==> src/sv/edge_triggered_event_log_filter_defines.svh <==
// Assertion macros for the event log filter.
// Included by the top level; needs only a clock and an active-low reset.
`ifndef EDGE_TRIGGERED_EVENT_LOG_FILTER_DEFINES_SVH
`define EDGE_TRIGGERED_EVENT_LOG_FILTER_DEFINES_SVH

// Same-cycle implication, held off during reset.
`define ETELF_ASSERT_NOW(lbl, ck, rn, ante, cons, msg) \
    lbl: assert property (@(posedge ck) disable iff (!rn) (ante) |-> (cons)) \
        else $error(msg);

// Next-cycle implication, held off during reset.
`define ETELF_ASSERT_NEXT(lbl, ck, rn, ante, cons, msg) \
    lbl: assert property (@(posedge ck) disable iff (!rn) (ante) |=> (cons)) \
        else $error(msg);

`endif

==> src/sv/etelf_pkg.sv <==
// Shared constants, types and helpers for the event log filter.
// No dependencies; used by every other file of the block but the assertion macro header.
`default_nettype none

package etelf_pkg;

    localparam int RULE_SLOTS_DEF  = 32;
    localparam int GROUP_COUNT_DEF = 4;

    localparam int MODE_W     = 2;
    localparam int CODE_W     = 12;
    localparam int LEVEL_W    = 3;
    localparam int TIME_W     = 32;
    localparam int SLOT_W     = 5;
    localparam int GROUP_IN_W = 2;
    localparam int INTERVAL_W = 31;
    localparam int COUNT_W    = 32;
    localparam int REPORT_W   = 15;
    localparam int CFG_IDX_W  = 2;
    localparam int CFG_DATA_W = 32;

    localparam logic [REPORT_W-1:0] REPORT_MAX = 15'd32767;

    // Item modes
    localparam logic [MODE_W-1:0] MODE_EVENT = 2'd0;
    localparam logic [MODE_W-1:0] MODE_POLL  = 2'd1;
    localparam logic [MODE_W-1:0] MODE_RULE  = 2'd2;

    // Configuration register indexes
    localparam logic [CFG_IDX_W-1:0] CFG_HEARTBEAT = 2'd0;
    localparam logic [CFG_IDX_W-1:0] CFG_REPORT    = 2'd1;
    localparam logic [CFG_IDX_W-1:0] CFG_WARN      = 2'd2;

    localparam logic [INTERVAL_W-1:0] HEARTBEAT_RST = 31'd3600000;
    localparam logic [INTERVAL_W-1:0] REPORT_RST    = 31'd60000;
    localparam logic [LEVEL_W-1:0]    WARN_RST      = 3'd3;

    typedef struct packed {
        logic load;   // capture the input item
        logic rd;     // read one rule slot
        logic eval;   // register the interval tests
        logic apply;  // update state and load the result register
    } etelf_cmd_t;

    typedef struct packed {
        logic [MODE_W-1:0] mode;
    } etelf_sts_t;

    // Reduce a 2-bit group number modulo the group count.
    function automatic logic [GROUP_IN_W-1:0] grp_reduce(input logic [GROUP_IN_W-1:0] g,
                                                         input int unsigned n);
        logic [GROUP_IN_W-1:0] v;
        v = g;
        for (int k = 0; k < 3; k++) begin
            if (int'(v) >= n) begin
                v = v - GROUP_IN_W'(n);
            end
        end
        return v;
    endfunction

endpackage

`default_nettype wire

==> src/sv/etelf_if.sv <==
// Channel interfaces of the event log filter: input items, results, config writes.
// Widths come from etelf_pkg.
`default_nettype none

interface etelf_in_if;
    logic                              valid;
    logic                              ready;
    logic [etelf_pkg::MODE_W-1:0]      mode;
    logic [etelf_pkg::CODE_W-1:0]      code;
    logic [etelf_pkg::LEVEL_W-1:0]     level;
    logic [etelf_pkg::TIME_W-1:0]      now_ms;
    logic [etelf_pkg::SLOT_W-1:0]      rule_slot;
    logic                              rule_valid;
    logic [etelf_pkg::GROUP_IN_W-1:0]  rule_group;
    logic                              rule_fault;

    modport source (output valid, mode, code, level, now_ms, rule_slot, rule_valid,
                    rule_group, rule_fault, input ready);
    modport sink   (input valid, mode, code, level, now_ms, rule_slot, rule_valid,
                    rule_group, rule_fault, output ready);
endinterface

interface etelf_out_if;
    logic                            valid;
    logic                            ready;
    logic                            persist;
    logic [etelf_pkg::REPORT_W-1:0]  report_count;

    modport source (output valid, persist, report_count, input ready);
    modport sink   (input valid, persist, report_count, output ready);
endinterface

interface etelf_cfg_if;
    logic                              valid;
    logic                              ready;
    logic [etelf_pkg::CFG_IDX_W-1:0]   index;
    logic [etelf_pkg::CFG_DATA_W-1:0]  data;

    modport source (output valid, index, data, input ready);
    modport sink   (input valid, index, data, output ready);
endinterface

`default_nettype wire

==> src/sv/edge_triggered_event_log_filter.sv <==
// Top level of the event log filter: joins the sequencer and the datapath
// to the input, result and configuration channels. Depends on etelf_pkg,
// etelf_if, etelf_ctrl, etelf_dp and the assertion macro header.
`default_nettype none
`include "edge_triggered_event_log_filter_defines.svh"

// One item is in work at a time and each item yields exactly one result.
// A log event scans the rule table one slot per cycle through the single read
// port of the rule memory, then goes through evaluation and update before the
// next item can transfer. Report polls, rule writes and the unused mode skip
// the scan. The result sits in an output register, so the next item is taken
// while a result still waits; a new result is held back only while the
// previous one has not been taken. Configuration writes are always ready and
// take effect on the next cycle.

module edge_triggered_event_log_filter #(
    parameter int RULE_SLOTS  = etelf_pkg::RULE_SLOTS_DEF,
    parameter int GROUP_COUNT = etelf_pkg::GROUP_COUNT_DEF
) (
    input  wire logic    clk,
    input  wire logic    rst_n,
    etelf_in_if.sink     in_ch,
    etelf_out_if.source  out_ch,
    etelf_cfg_if.sink    cfg
);

    localparam int AW = (RULE_SLOTS > 1) ? $clog2(RULE_SLOTS) : 1;

    etelf_pkg::etelf_cmd_t cmd;
    etelf_pkg::etelf_sts_t sts;
    logic [AW-1:0]         rd_addr;

    assign cfg.ready = 1'b1;

    etelf_ctrl #(
        .RULE_SLOTS (RULE_SLOTS)
    ) u_ctrl (
        .clk       (clk),
        .rst_n     (rst_n),
        .in_valid  (in_ch.valid),
        .in_ready  (in_ch.ready),
        .out_valid (out_ch.valid),
        .out_ready (out_ch.ready),
        .sts       (sts),
        .cmd       (cmd),
        .rd_addr   (rd_addr)
    );

    etelf_dp #(
        .RULE_SLOTS  (RULE_SLOTS),
        .GROUP_COUNT (GROUP_COUNT)
    ) u_dp (
        .clk          (clk),
        .rst_n        (rst_n),
        .cmd          (cmd),
        .rd_addr      (rd_addr),
        .sts          (sts),
        .mode         (in_ch.mode),
        .code         (in_ch.code),
        .level        (in_ch.level),
        .now_ms       (in_ch.now_ms),
        .rule_slot    (in_ch.rule_slot),
        .rule_valid   (in_ch.rule_valid),
        .rule_group   (in_ch.rule_group),
        .rule_fault   (in_ch.rule_fault),
        .cfg_we       (cfg.valid),
        .cfg_index    (cfg.index),
        .cfg_data     (cfg.data),
        .persist      (out_ch.persist),
        .report_count (out_ch.report_count)
    );

    // A transfer in starts work: no second item until this one is done.
    `ETELF_ASSERT_NEXT(a_busy_after_load, clk, rst_n, in_ch.valid && in_ch.ready, !in_ch.ready, "input ready right after a transfer")
    // A result is loaded only when the result register is free.
    `ETELF_ASSERT_NOW(a_no_overwrite, clk, rst_n, cmd.apply, !out_ch.valid || out_ch.ready, "result register overwritten")
    // A loaded result is offered on the next cycle.
    `ETELF_ASSERT_NEXT(a_result_shown, clk, rst_n, cmd.apply, out_ch.valid, "loaded result not offered")

endmodule

`default_nettype wire

==> src/sv/etelf_ctrl.sv <==
// Sequencer of the event log filter: accepts items, steps the rule scan,
// orders evaluation and update, and owns the result valid flag.
// Depends on etelf_pkg.
`default_nettype none

module etelf_ctrl #(
    parameter int RULE_SLOTS = etelf_pkg::RULE_SLOTS_DEF,
    localparam int AW = (RULE_SLOTS > 1) ? $clog2(RULE_SLOTS) : 1,
    localparam int CW = $clog2(RULE_SLOTS + 1)
) (
    input  wire logic                  clk,
    input  wire logic                  rst_n,
    input  wire logic                  in_valid,
    output logic                       in_ready,
    output logic                       out_valid,
    input  wire logic                  out_ready,
    input  wire etelf_pkg::etelf_sts_t sts,
    output etelf_pkg::etelf_cmd_t      cmd,
    output logic [AW-1:0]              rd_addr
);

    localparam logic [1:0] S_IDLE  = 2'd0;
    localparam logic [1:0] S_SCAN  = 2'd1;
    localparam logic [1:0] S_EVAL  = 2'd2;
    localparam logic [1:0] S_APPLY = 2'd3;

    logic [1:0]    state_reg, state_next;
    logic [CW-1:0] idx_reg, idx_next;
    logic          out_valid_reg, out_valid_next;
    logic          scan_done;

    assign scan_done = (idx_reg == CW'(RULE_SLOTS));
    assign rd_addr   = idx_reg[AW-1:0];
    assign in_ready  = (state_reg == S_IDLE);
    assign out_valid = out_valid_reg;

    always_comb
    begin
        state_next = state_reg;
        idx_next   = idx_reg;
        cmd        = '0;
        unique case (state_reg)
            S_IDLE:
            begin
                if (in_valid)
                begin
                    cmd.load   = 1'b1;
                    idx_next   = '0;
                    state_next = S_SCAN;
                end
            end
            S_SCAN:
            begin
                // Only events look up the rule table; the last compare lands
                // in the cycle that leaves this state.
                if (sts.mode != etelf_pkg::MODE_EVENT || scan_done)
                begin
                    state_next = S_EVAL;
                end
                else
                begin
                    cmd.rd   = 1'b1;
                    idx_next = idx_reg + 1'b1;
                end
            end
            S_EVAL:
            begin
                cmd.eval   = 1'b1;
                state_next = S_APPLY;
            end
            S_APPLY:
            begin
                // Hold until the result register is free.
                if (!out_valid_reg || out_ready)
                begin
                    cmd.apply  = 1'b1;
                    state_next = S_IDLE;
                end
            end
            default:
            begin
                state_next = S_IDLE;
            end
        endcase
    end

    always_comb
    begin
        out_valid_next = out_valid_reg;
        if (cmd.apply)
        begin
            out_valid_next = 1'b1;
        end
        else if (out_ready)
        begin
            out_valid_next = 1'b0;
        end
    end

    always_ff @(posedge clk or negedge rst_n)
    begin
        if (!rst_n)
        begin
            state_reg     <= S_IDLE;
            idx_reg       <= '0;
            out_valid_reg <= 1'b0;
        end
        else
        begin
            state_reg     <= state_next;
            idx_reg       <= idx_next;
            out_valid_reg <= out_valid_next;
        end
    end

endmodule

`default_nettype wire

==> src/sv/etelf_dp.sv <==
// Datapath of the event log filter: configuration registers, rule memory,
// group state, suppression counter and the result register.
// Depends on etelf_pkg; driven by etelf_ctrl commands.
`default_nettype none

module etelf_dp #(
    parameter int RULE_SLOTS  = etelf_pkg::RULE_SLOTS_DEF,
    parameter int GROUP_COUNT = etelf_pkg::GROUP_COUNT_DEF,
    localparam int AW = (RULE_SLOTS > 1) ? $clog2(RULE_SLOTS) : 1,
    localparam int GW = (GROUP_COUNT > 1) ? $clog2(GROUP_COUNT) : 1
) (
    input  wire logic                                 clk,
    input  wire logic                                 rst_n,
    input  wire etelf_pkg::etelf_cmd_t                cmd,
    input  wire logic [AW-1:0]                        rd_addr,
    output etelf_pkg::etelf_sts_t                     sts,
    input  wire logic [etelf_pkg::MODE_W-1:0]         mode,
    input  wire logic [etelf_pkg::CODE_W-1:0]         code,
    input  wire logic [etelf_pkg::LEVEL_W-1:0]        level,
    input  wire logic [etelf_pkg::TIME_W-1:0]         now_ms,
    input  wire logic [etelf_pkg::SLOT_W-1:0]         rule_slot,
    input  wire logic                                 rule_valid,
    input  wire logic [etelf_pkg::GROUP_IN_W-1:0]     rule_group,
    input  wire logic                                 rule_fault,
    input  wire logic                                 cfg_we,
    input  wire logic [etelf_pkg::CFG_IDX_W-1:0]      cfg_index,
    input  wire logic [etelf_pkg::CFG_DATA_W-1:0]     cfg_data,
    output logic                                      persist,
    output logic [etelf_pkg::REPORT_W-1:0]            report_count
);

    localparam int CODE_W = etelf_pkg::CODE_W;
    localparam int TIME_W = etelf_pkg::TIME_W;
    localparam int IVL_W  = etelf_pkg::INTERVAL_W;
    localparam int CNT_W  = etelf_pkg::COUNT_W;
    localparam int ENT_W  = CODE_W + GW + 1;
    localparam int SLOT_X = 9;

    // Configuration
    logic [IVL_W-1:0]              hb_ivl_reg;
    logic [IVL_W-1:0]              rp_ivl_reg;
    logic [etelf_pkg::LEVEL_W-1:0] warn_reg;

    // Captured item
    logic [etelf_pkg::MODE_W-1:0]     mode_reg;
    logic [CODE_W-1:0]                code_reg;
    logic [etelf_pkg::LEVEL_W-1:0]    level_reg;
    logic [TIME_W-1:0]                now_reg;
    logic [etelf_pkg::SLOT_W-1:0]     slot_reg;
    logic                             rvalid_reg;
    logic [etelf_pkg::GROUP_IN_W-1:0] rgroup_reg;
    logic                             rfault_reg;

    // Rule table
    logic [ENT_W-1:0]      rule_mem [RULE_SLOTS];
    logic [RULE_SLOTS-1:0] rule_vld_reg;
    logic [ENT_W-1:0]      rd_data_reg;
    logic                  rd_vld_reg;
    logic                  rd_pend_reg;
    logic                  hit_reg;
    logic [GW-1:0]         hit_group_reg;
    logic                  hit_fault_reg;

    // Group and report state
    logic              seen_reg   [GROUP_COUNT];
    logic              faulty_reg [GROUP_COUNT];
    logic [TIME_W-1:0] last_reg   [GROUP_COUNT];
    logic [CNT_W-1:0]  cnt_reg, cnt_next;
    logic [TIME_W-1:0] win_reg, win_next;
    logic              armed_reg, armed_next;
    logic              hb_pass_reg;
    logic              rp_pass_reg;

    logic                           persist_reg;
    logic [etelf_pkg::REPORT_W-1:0] report_reg;

    logic [TIME_W-1:0]       hb_diff, rp_diff;
    logic [SLOT_X-1:0]       slot_ext;
    logic                    slot_ok;
    logic [AW-1:0]           wr_addr;
    logic [GW-1:0]           wr_group;
    logic                    rule_we;
    logic                    upd_fault, upd_first, upd_hb, upd_supp, upd_report;
    logic                    persist_next;
    logic [etelf_pkg::REPORT_W-1:0] report_next;

    assign sts.mode = mode_reg;

    // Configuration writes; unknown indexes are dropped.
    always_ff @(posedge clk or negedge rst_n)
    begin
        if (!rst_n)
        begin
            hb_ivl_reg <= etelf_pkg::HEARTBEAT_RST;
            rp_ivl_reg <= etelf_pkg::REPORT_RST;
            warn_reg   <= etelf_pkg::WARN_RST;
        end
        else if (cfg_we)
        begin
            unique case (cfg_index)
                etelf_pkg::CFG_HEARTBEAT: hb_ivl_reg <= cfg_data[IVL_W-1:0];
                etelf_pkg::CFG_REPORT:    rp_ivl_reg <= cfg_data[IVL_W-1:0];
                etelf_pkg::CFG_WARN:      warn_reg   <= cfg_data[etelf_pkg::LEVEL_W-1:0];
                default:                  ;
            endcase
        end
    end

    always_ff @(posedge clk)
    begin
        if (cmd.load)
        begin
            mode_reg   <= mode;
            code_reg   <= code;
            level_reg  <= level;
            now_reg    <= now_ms;
            slot_reg   <= rule_slot;
            rvalid_reg <= rule_valid;
            rgroup_reg <= rule_group;
            rfault_reg <= rule_fault;
        end
    end

    // Rule writes
    assign slot_ext = SLOT_X'(slot_reg);
    assign slot_ok  = (slot_ext < SLOT_X'(RULE_SLOTS));
    assign wr_addr  = slot_ext[AW-1:0];
    assign wr_group = GW'(etelf_pkg::grp_reduce(rgroup_reg, GROUP_COUNT));
    assign rule_we  = cmd.apply && (mode_reg == etelf_pkg::MODE_RULE) && slot_ok;

    always_ff @(posedge clk)
    begin
        if (rule_we)
        begin
            rule_mem[wr_addr] <= {code_reg, wr_group, rfault_reg};
        end
        if (cmd.rd)
        begin
            rd_data_reg <= rule_mem[rd_addr];
        end
    end

    always_ff @(posedge clk or negedge rst_n)
    begin
        if (!rst_n)
        begin
            rule_vld_reg <= '0;
            rd_vld_reg   <= 1'b0;
            rd_pend_reg  <= 1'b0;
            hit_reg      <= 1'b0;
        end
        else
        begin
            if (rule_we)
            begin
                rule_vld_reg[wr_addr] <= rvalid_reg;
            end
            rd_pend_reg <= cmd.rd;
            if (cmd.rd)
            begin
                rd_vld_reg <= rule_vld_reg[rd_addr];
            end
            // Lowest matching slot wins: freeze on the first hit.
            if (cmd.load)
            begin
                hit_reg <= 1'b0;
            end
            else if (rd_pend_reg && !hit_reg && rd_vld_reg
                     && rd_data_reg[ENT_W-1 -: CODE_W] == code_reg)
            begin
                hit_reg <= 1'b1;
            end
        end
    end

    always_ff @(posedge clk)
    begin
        if (rd_pend_reg && !hit_reg)
        begin
            hit_group_reg <= rd_data_reg[GW:1];
            hit_fault_reg <= rd_data_reg[0];
        end
    end

    // Wrap-safe interval tests: the difference must be non-negative as signed.
    assign hb_diff = now_reg - last_reg[hit_group_reg];
    assign rp_diff = now_reg - win_reg;

    always_ff @(posedge clk)
    begin
        if (cmd.eval)
        begin
            hb_pass_reg <= !hb_diff[TIME_W-1] && (hb_diff[IVL_W-1:0] >= hb_ivl_reg);
            rp_pass_reg <= !rp_diff[TIME_W-1] && (rp_diff[IVL_W-1:0] >= rp_ivl_reg);
        end
    end

    // Event and poll decisions
    always_comb
    begin
        upd_fault    = 1'b0;
        upd_first    = 1'b0;
        upd_hb       = 1'b0;
        upd_supp     = 1'b0;
        upd_report   = 1'b0;
        persist_next = 1'b0;
        report_next  = '0;
        cnt_next     = cnt_reg;
        win_next     = win_reg;
        armed_next   = armed_reg;
        case (mode_reg)
            etelf_pkg::MODE_EVENT:
            begin
                persist_next = 1'b1;
                if (hit_reg && hit_fault_reg)
                begin
                    upd_fault = 1'b1;
                end
                else if (level_reg >= warn_reg || !hit_reg)
                begin
                    upd_fault = 1'b0;
                end
                else if (!seen_reg[hit_group_reg] || faulty_reg[hit_group_reg])
                begin
                    upd_first = 1'b1;
                end
                else if (hb_pass_reg)
                begin
                    upd_hb = 1'b1;
                end
                else
                begin
                    upd_supp     = 1'b1;
                    persist_next = 1'b0;
                    if (cnt_reg == '0)
                    begin
                        win_next   = now_reg;
                        armed_next = 1'b1;
                    end
                    if (cnt_reg != '1)
                    begin
                        cnt_next = cnt_reg + 1'b1;
                    end
                end
            end
            etelf_pkg::MODE_POLL:
            begin
                if (armed_reg && cnt_reg != '0 && rp_pass_reg)
                begin
                    upd_report  = 1'b1;
                    cnt_next    = '0;
                    armed_next  = 1'b0;
                    report_next = (cnt_reg > CNT_W'(etelf_pkg::REPORT_MAX))
                                  ? etelf_pkg::REPORT_MAX
                                  : cnt_reg[etelf_pkg::REPORT_W-1:0];
                end
            end
            default:
            begin
                persist_next = 1'b0;
            end
        endcase
    end

    always_ff @(posedge clk or negedge rst_n)
    begin
        if (!rst_n)
        begin
            for (int i = 0; i < GROUP_COUNT; i++)
            begin
                seen_reg[i]   <= 1'b0;
                faulty_reg[i] <= 1'b0;
                last_reg[i]   <= '0;
            end
            cnt_reg   <= '0;
            win_reg   <= '0;
            armed_reg <= 1'b0;
        end
        else if (cmd.apply)
        begin
            if (upd_fault)
            begin
                faulty_reg[hit_group_reg] <= 1'b1;
            end
            if (upd_first)
            begin
                seen_reg[hit_group_reg]   <= 1'b1;
                faulty_reg[hit_group_reg] <= 1'b0;
            end
            if (upd_first || upd_hb)
            begin
                last_reg[hit_group_reg] <= now_reg;
            end
            if (upd_supp || upd_report)
            begin
                cnt_reg   <= cnt_next;
                win_reg   <= win_next;
                armed_reg <= armed_next;
            end
        end
    end

    // Result register
    always_ff @(posedge clk)
    begin
        if (cmd.apply)
        begin
            persist_reg <= persist_next;
            report_reg  <= report_next;
        end
    end

    assign persist      = persist_reg;
    assign report_count = report_reg;

endmodule

`default_nettype wire
==> src/flat_wrapper.sv <==
// flat-port wrapper written by rule: the top's interface ports become plain ports
module edge_triggered_event_log_filter_flat 
#(
    parameter int RULE_SLOTS  = etelf_pkg::RULE_SLOTS_DEF,
    parameter int GROUP_COUNT = etelf_pkg::GROUP_COUNT_DEF
)
  (clk, rst_n, in_ch_valid, in_ch_mode, in_ch_code, in_ch_level, in_ch_now_ms, in_ch_rule_slot, in_ch_rule_valid, in_ch_rule_group, in_ch_rule_fault, in_ch_ready, out_ch_valid, out_ch_persist, out_ch_report_count, out_ch_ready, cfg_valid, cfg_index, cfg_data, cfg_ready);
  etelf_in_if in_ch_i ();
  etelf_out_if out_ch_i ();
  etelf_cfg_if cfg_i ();
  input  wire logic clk;
  input  wire logic rst_n;
  input wire logic [$bits(in_ch_i.valid)-1:0] in_ch_valid;
  input wire logic [$bits(in_ch_i.mode)-1:0] in_ch_mode;
  input wire logic [$bits(in_ch_i.code)-1:0] in_ch_code;
  input wire logic [$bits(in_ch_i.level)-1:0] in_ch_level;
  input wire logic [$bits(in_ch_i.now_ms)-1:0] in_ch_now_ms;
  input wire logic [$bits(in_ch_i.rule_slot)-1:0] in_ch_rule_slot;
  input wire logic [$bits(in_ch_i.rule_valid)-1:0] in_ch_rule_valid;
  input wire logic [$bits(in_ch_i.rule_group)-1:0] in_ch_rule_group;
  input wire logic [$bits(in_ch_i.rule_fault)-1:0] in_ch_rule_fault;
  output wire logic [$bits(in_ch_i.ready)-1:0] in_ch_ready;
  output wire logic [$bits(out_ch_i.valid)-1:0] out_ch_valid;
  output wire logic [$bits(out_ch_i.persist)-1:0] out_ch_persist;
  output wire logic [$bits(out_ch_i.report_count)-1:0] out_ch_report_count;
  input wire logic [$bits(out_ch_i.ready)-1:0] out_ch_ready;
  input wire logic [$bits(cfg_i.valid)-1:0] cfg_valid;
  input wire logic [$bits(cfg_i.index)-1:0] cfg_index;
  input wire logic [$bits(cfg_i.data)-1:0] cfg_data;
  output wire logic [$bits(cfg_i.ready)-1:0] cfg_ready;
  assign in_ch_i.valid = in_ch_valid;
  assign in_ch_i.mode = in_ch_mode;
  assign in_ch_i.code = in_ch_code;
  assign in_ch_i.level = in_ch_level;
  assign in_ch_i.now_ms = in_ch_now_ms;
  assign in_ch_i.rule_slot = in_ch_rule_slot;
  assign in_ch_i.rule_valid = in_ch_rule_valid;
  assign in_ch_i.rule_group = in_ch_rule_group;
  assign in_ch_i.rule_fault = in_ch_rule_fault;
  assign in_ch_ready = in_ch_i.ready;
  assign out_ch_valid = out_ch_i.valid;
  assign out_ch_persist = out_ch_i.persist;
  assign out_ch_report_count = out_ch_i.report_count;
  assign out_ch_i.ready = out_ch_ready;
  assign cfg_i.valid = cfg_valid;
  assign cfg_i.index = cfg_index;
  assign cfg_i.data = cfg_data;
  assign cfg_ready = cfg_i.ready;
  edge_triggered_event_log_filter #(.RULE_SLOTS(RULE_SLOTS), .GROUP_COUNT(GROUP_COUNT)) u_core (.clk(clk), .rst_n(rst_n), .in_ch(in_ch_i), .out_ch(out_ch_i), .cfg(cfg_i));
endmodule
==> config.mk <==
export PLATFORM = sky130hd
export DESIGN_NAME = edge_triggered_event_log_filter_flat
export DESIGN_NICKNAME = d
export VERILOG_FILES = /design/src/sv/etelf_pkg.sv /design/src/sv/etelf_if.sv /design/src/sv/edge_triggered_event_log_filter.sv /design/src/sv/etelf_ctrl.sv /design/src/sv/etelf_dp.sv /design/src/flat_wrapper.sv
export VERILOG_INCLUDE_DIRS = /design/src /design/src/sv
export SDC_FILE = /design/constraint.sdc
export NUM_CORES = 1
export LEC_CHECK = 0
export BUFFER_PORTS_ARGS = -buffer_cell sky130_fd_sc_hd__buf_2
export CORE_MARGIN = 5
export CORE_UTILIZATION = 35
export DETAILED_ROUTE_END_ITERATION = 10
export GPL_TIMING_DRIVEN = 0
export PLACE_DENSITY = 0.61
export SKIP_CTS_REPAIR_TIMING = 1
export SLEW_MARGIN = 20
export SYNTH_ARGS = -nofsm -noshare
export SYNTH_HDL_FRONTEND = slang
export SYNTH_HIERARCHICAL = 1
export SYNTH_SLANG_ARGS = --single-unit
==> constraint.sdc <==
create_clock -name clk -period 6.91 [get_ports clk]
set_input_delay 1.382 -clock clk [delete_from_list [all_inputs] [get_ports clk]]
set_output_delay 1.382 -clock clk [all_outputs]
set_load 0.05 [all_outputs]
==> impl_metrics.env <==
export IMPL_outcome="finished, final reports clean"
export IMPL_drt_antenna_violating_nets=0
export IMPL_asyncSetResetFlopFracSynth_pct=35.1
export IMPL_yosys_top_cells_count="edfxtp_1 (574), dfrtp_1 (290), mux2_2 (232)"
export IMPL_synth_top_family_by_area="multiplexers"
export IMPL_synthTopCellsByArea="edfxtp_1 (43%), dfrtp_1 (18%), mux4_2 (11%), mux2_2 (6.5%), ha_1 (4.3%)"
export IMPL_drt_iter0_drc=1631
export IMPL_drtPass1Iterations=7
export IMPL_synthMostInstantiatedCell="edfxtp_1"
export IMPL_crit_path_max_fanout=10
export IMPL_critical_path_startpoint_type="flop"
export IMPL_yosysWarningCount=6
export IMPL_placement_setup_worst_slack_ps=333
export IMPL_regToRegSetupSlack_ps=410
export IMPL_timing_clock_skew_ps=28.5
export IMPL_ctsRootBufferMaster="clkbuf_16"
export IMPL_cts_tree="done"
export IMPL_remaining_drc_errors=0
export IMPL_area_delta_synth_final_pct=16.3
export IMPL_core_area_mm2=0.114
export IMPL_synth_xor_xnor_area_share_pct=1.44
export IMPL_gr_max_usage_layer="met2"
export IMPL_antenna_found_initial=1
export IMPL_worstReg2RegStart="u_core/u_dp/hit_group_reg[0]"
export IMPL_hold_path_startpoint="u_core/u_dp/rd_data_reg[2]"
export IMPL_htree_levels=3
export IMPL_holdPathEnd="u_core/u_dp/hit_group_reg[1]"
export IMPL_yosysUniqueCellTypes=81
export IMPL_post_synth_top_area_fraction_pct=43.1
export IMPL_die_height_um=348
export IMPL_cts_max_path_buffers=3
export IMPL_post_route_util_pct=40.8
export IMPL_max_cap_violations=0
export IMPL_maximum_vdd_drop_mv=0.198
export IMPL_worst_slew_pin_transition_ps=1020
export IMPL_worstSetupEndpointType="flop"
export IMPL_routed_via_density=5.15
export IMPL_rsz0062_at_grt="false"
export IMPL_number_of_enable_type_register_cells_in_the_synthesized_netlist=574
export IMPL_finalWeightedCongestion=0.873
export IMPL_ys_ff_latch=884
export IMPL_numCtsBuffers=94
export IMPL_setup_ws_ps=408
export IMPL_initial_core_util_pct=35.1
export IMPL_clock_sinks=884
export IMPL_hold_path_class="flop to flop"
export IMPL_final_setup_viol_count=0
export IMPL_synth_cell_area_mm2=0.0400
export IMPL_die_x_um=348
export IMPL_grt_util_all_layers_pct=15.5
export IMPL_cts_reportedPaths_clkPinSlew_ps=60
export IMPL_hold_viol_final=0
export IMPL_largest_register_ffs=480
export IMPL_placementRows=124
export IMPL_dr_total_vias=22964
export IMPL_fp_dieArea_mm2=0.121
export IMPL_io_pin_count=116
export IMPL_synth_ff_type="edfxtp_1"
export IMPL_placement_cell_area_mm2=0.0434
export IMPL_regToRegEndpoint="u_core/u_dp/hb_pass_reg"
export IMPL_postRouteWirelength_mm=94.9
export IMPL_finalHoldWorstSlack_ps=425
export IMPL_met1_usage_pct=20.7
export IMPL_drive_above_1_share_pct=29.0
export IMPL_global_route_usage_met3_pct=2.46
export IMPL_global_routing_usage_on_met2_pct=26.2
export IMPL_timing_final_crit_share_pct=94.1
export IMPL_grt_pass1_wl_mm=144
export IMPL_syn_area_per_cell_um2=15.4
export IMPL_synth_top_area_cell="edfxtp_1"
export IMPL_min_clock_period_post_route_ps=6500
export IMPL_quantity_of_i_o_buffers_inserted_on_ports=113
export IMPL_final_cell_count_no_fill=4456
export IMPL_stdcell_area_mm2=0.0466
export IMPL_criticalPathCategory="flop to flop"
export IMPL_reg2reg_depth=21
export IMPL_synth_simple_gate_area_share_pct=5.33
export IMPL_synth_adder_area_share_pct=4.38
export IMPL_timing_final_max_slew_violations=0
export IMPL_clock_insertion_delay_worst_skew_ps=660
export IMPL_syn_inst_count=2600
export IMPL_synth_compound_area_share_pct=5.91
export IMPL_crit_required_ps=7420
export IMPL_nets=3098
export IMPL_critical_path_arrival_ps=7010
export IMPL_max_slew_margin_rel_pct=32.1
export IMPL_maximum_number_of_pins_on_one_net_before_global_route_repair=89
export IMPL_hold_path_cell_count=0
export IMPL_cellPowerDensity_mw_per_mm2=303
export IMPL_inst_count_dp=4278
export IMPL_grt_pass1_vias=23316
export IMPL_hpwl_reported_at_the_end_of_detailed_placement_mm=68.2
export IMPL_leakage_nw=17.5
export IMPL_wl_per_cell_um=21.3
export IMPL_synth_mux_area_share_pct=17.8
export IMPL_synth_seq_area_share_pct=62.5
export IMPL_grt_total_ovfl=0
export IMPL_syn_nets=2836
export IMPL_fmaxAchievable_ghz=0.154
## metal layers
layer	part of all wire (%)	vias to the layer above
li1	-	10481
met1	42	11748
met2	49	603
met3	5.6	132
met4	2.5	0
met5	0	-
## through the flow
step | setup TNS, ps | power (mW)
after CTS | 0 | 14.3
after floorplan | 0 | 8.21
after global placement | -559980 | 9.07
after global routing | 0 | 14.8
after detailed placement | 0 | 9.18
final | 0 | 14.1
## kinds of logic (layout without fill, tap and decap cells)
| family | count (synthesis) | after routing |
|---|---|---|
| AOI/OAI and AO/OA | 377 | 377 |
| xor gates and xnor gates | 66 | 66 |
| adders and majority gates | 139 | 139 |
| buffers and inverters | 263 | 606 |
| DFF | 884 | 884 |
| muxes | 439 | 439 |
| other | 1 | 2 |
| and+or+nand+nor | 431 | 431 |
## report_power, final
group	switching, mW	internal, mW	total [mW]
clock	2.10	2.98	5.08
sequential	0.268	6.07	6.33
combinational	1.55	1.17	2.72
total	3.91	10.2	14.1
## cell usage in the layout, fill, tap and decap left out, types with 12 or more instances in the layout
master,synthesis,layout
nor3_1,17,17
nor2b_1,12,12
nor2_1,126,94
inv_1,150,150
edfxtp_1,574,574
o21a_1,28,28
xnor2_1,43,43
mux4_2,193,193
o21ai_0,116,116
clkbuf_16,0,97
nor2_2,1,33
nor4_1,13,13
buf_1,15,15
a31oi_1,26,26
xor2_1,23,23
clkbuf_8,0,14
dfstp_2,20,20
mux2_2,232,232
nand4_1,25,25
a21o_1,48,48
nand2b_1,18,18
buf_2,24,136
clkinv_2,0,13
buf_6,1,17
ha_1,137,137
clkbuf_1,61,92
nand3_1,37,37
dfrtp_1,290,290
buf_8,0,28
o21ai_1,13,13
nand2_1,112,112
a21oi_1,84,84
and3_1,19,19
## worst max-delay path, cell delays in order (launching register included)
cell and delay [ps]:
edfxtp_1 420, buf_1 550, clkbuf_1 730, mux4_2 660, ha_1 250, fa_1 420
nor2b_1 190, o2111ai_1 190, nand4_1 130, nand3_1 150, o21ai_0 430, a31oi_1 160
xnor2_1 150, ha_1 290, nand4_1 150, a211oi_1 380, and3_1 230, o211a_1 220
o21ai_0 140, a21oi_1 190, a211o_1 140, o21a_1 180
## how the worst max path moves through the flow
stage / from / to / depth (start not counted)
final: u_core/u_dp/hit_group_reg[0] / u_core/u_dp/hb_pass_reg / 21
after global routing: u_core/u_dp/hit_group_reg[0] / u_core/u_dp/hb_pass_reg / 21
after CTS: u_core/u_dp/hit_group_reg[0] / u_core/u_dp/hb_pass_reg / 21
after detailed placement: u_core/u_dp/hit_group_reg[0] / u_core/u_dp/hb_pass_reg / 21
after global placement: rst_n / u_core/u_dp/rule_vld_reg[6] / 1
after floorplan: u_core/u_dp/hit_group_reg[0] / u_core/u_dp/hb_pass_reg / 22
## cell type report
| class | count | area [um2] |
|---|---|---|
| antenna | 1 | 2.50 |
| buffer | 110 | 484 |
| clock buffer | 142 | 2740 |
| clock inverter | 35 | 412 |
| fill | 10400 | 67500 |
| inverter | 153 | 574 |
| multi-input combinational | 1453 | 14000 |
| sequential | 884 | 25000 |
| tap | 1512 | 1890 |
| timing repair buffer | 166 | 1410 |
Note: power is estimated with default switching activity, not from simulation.
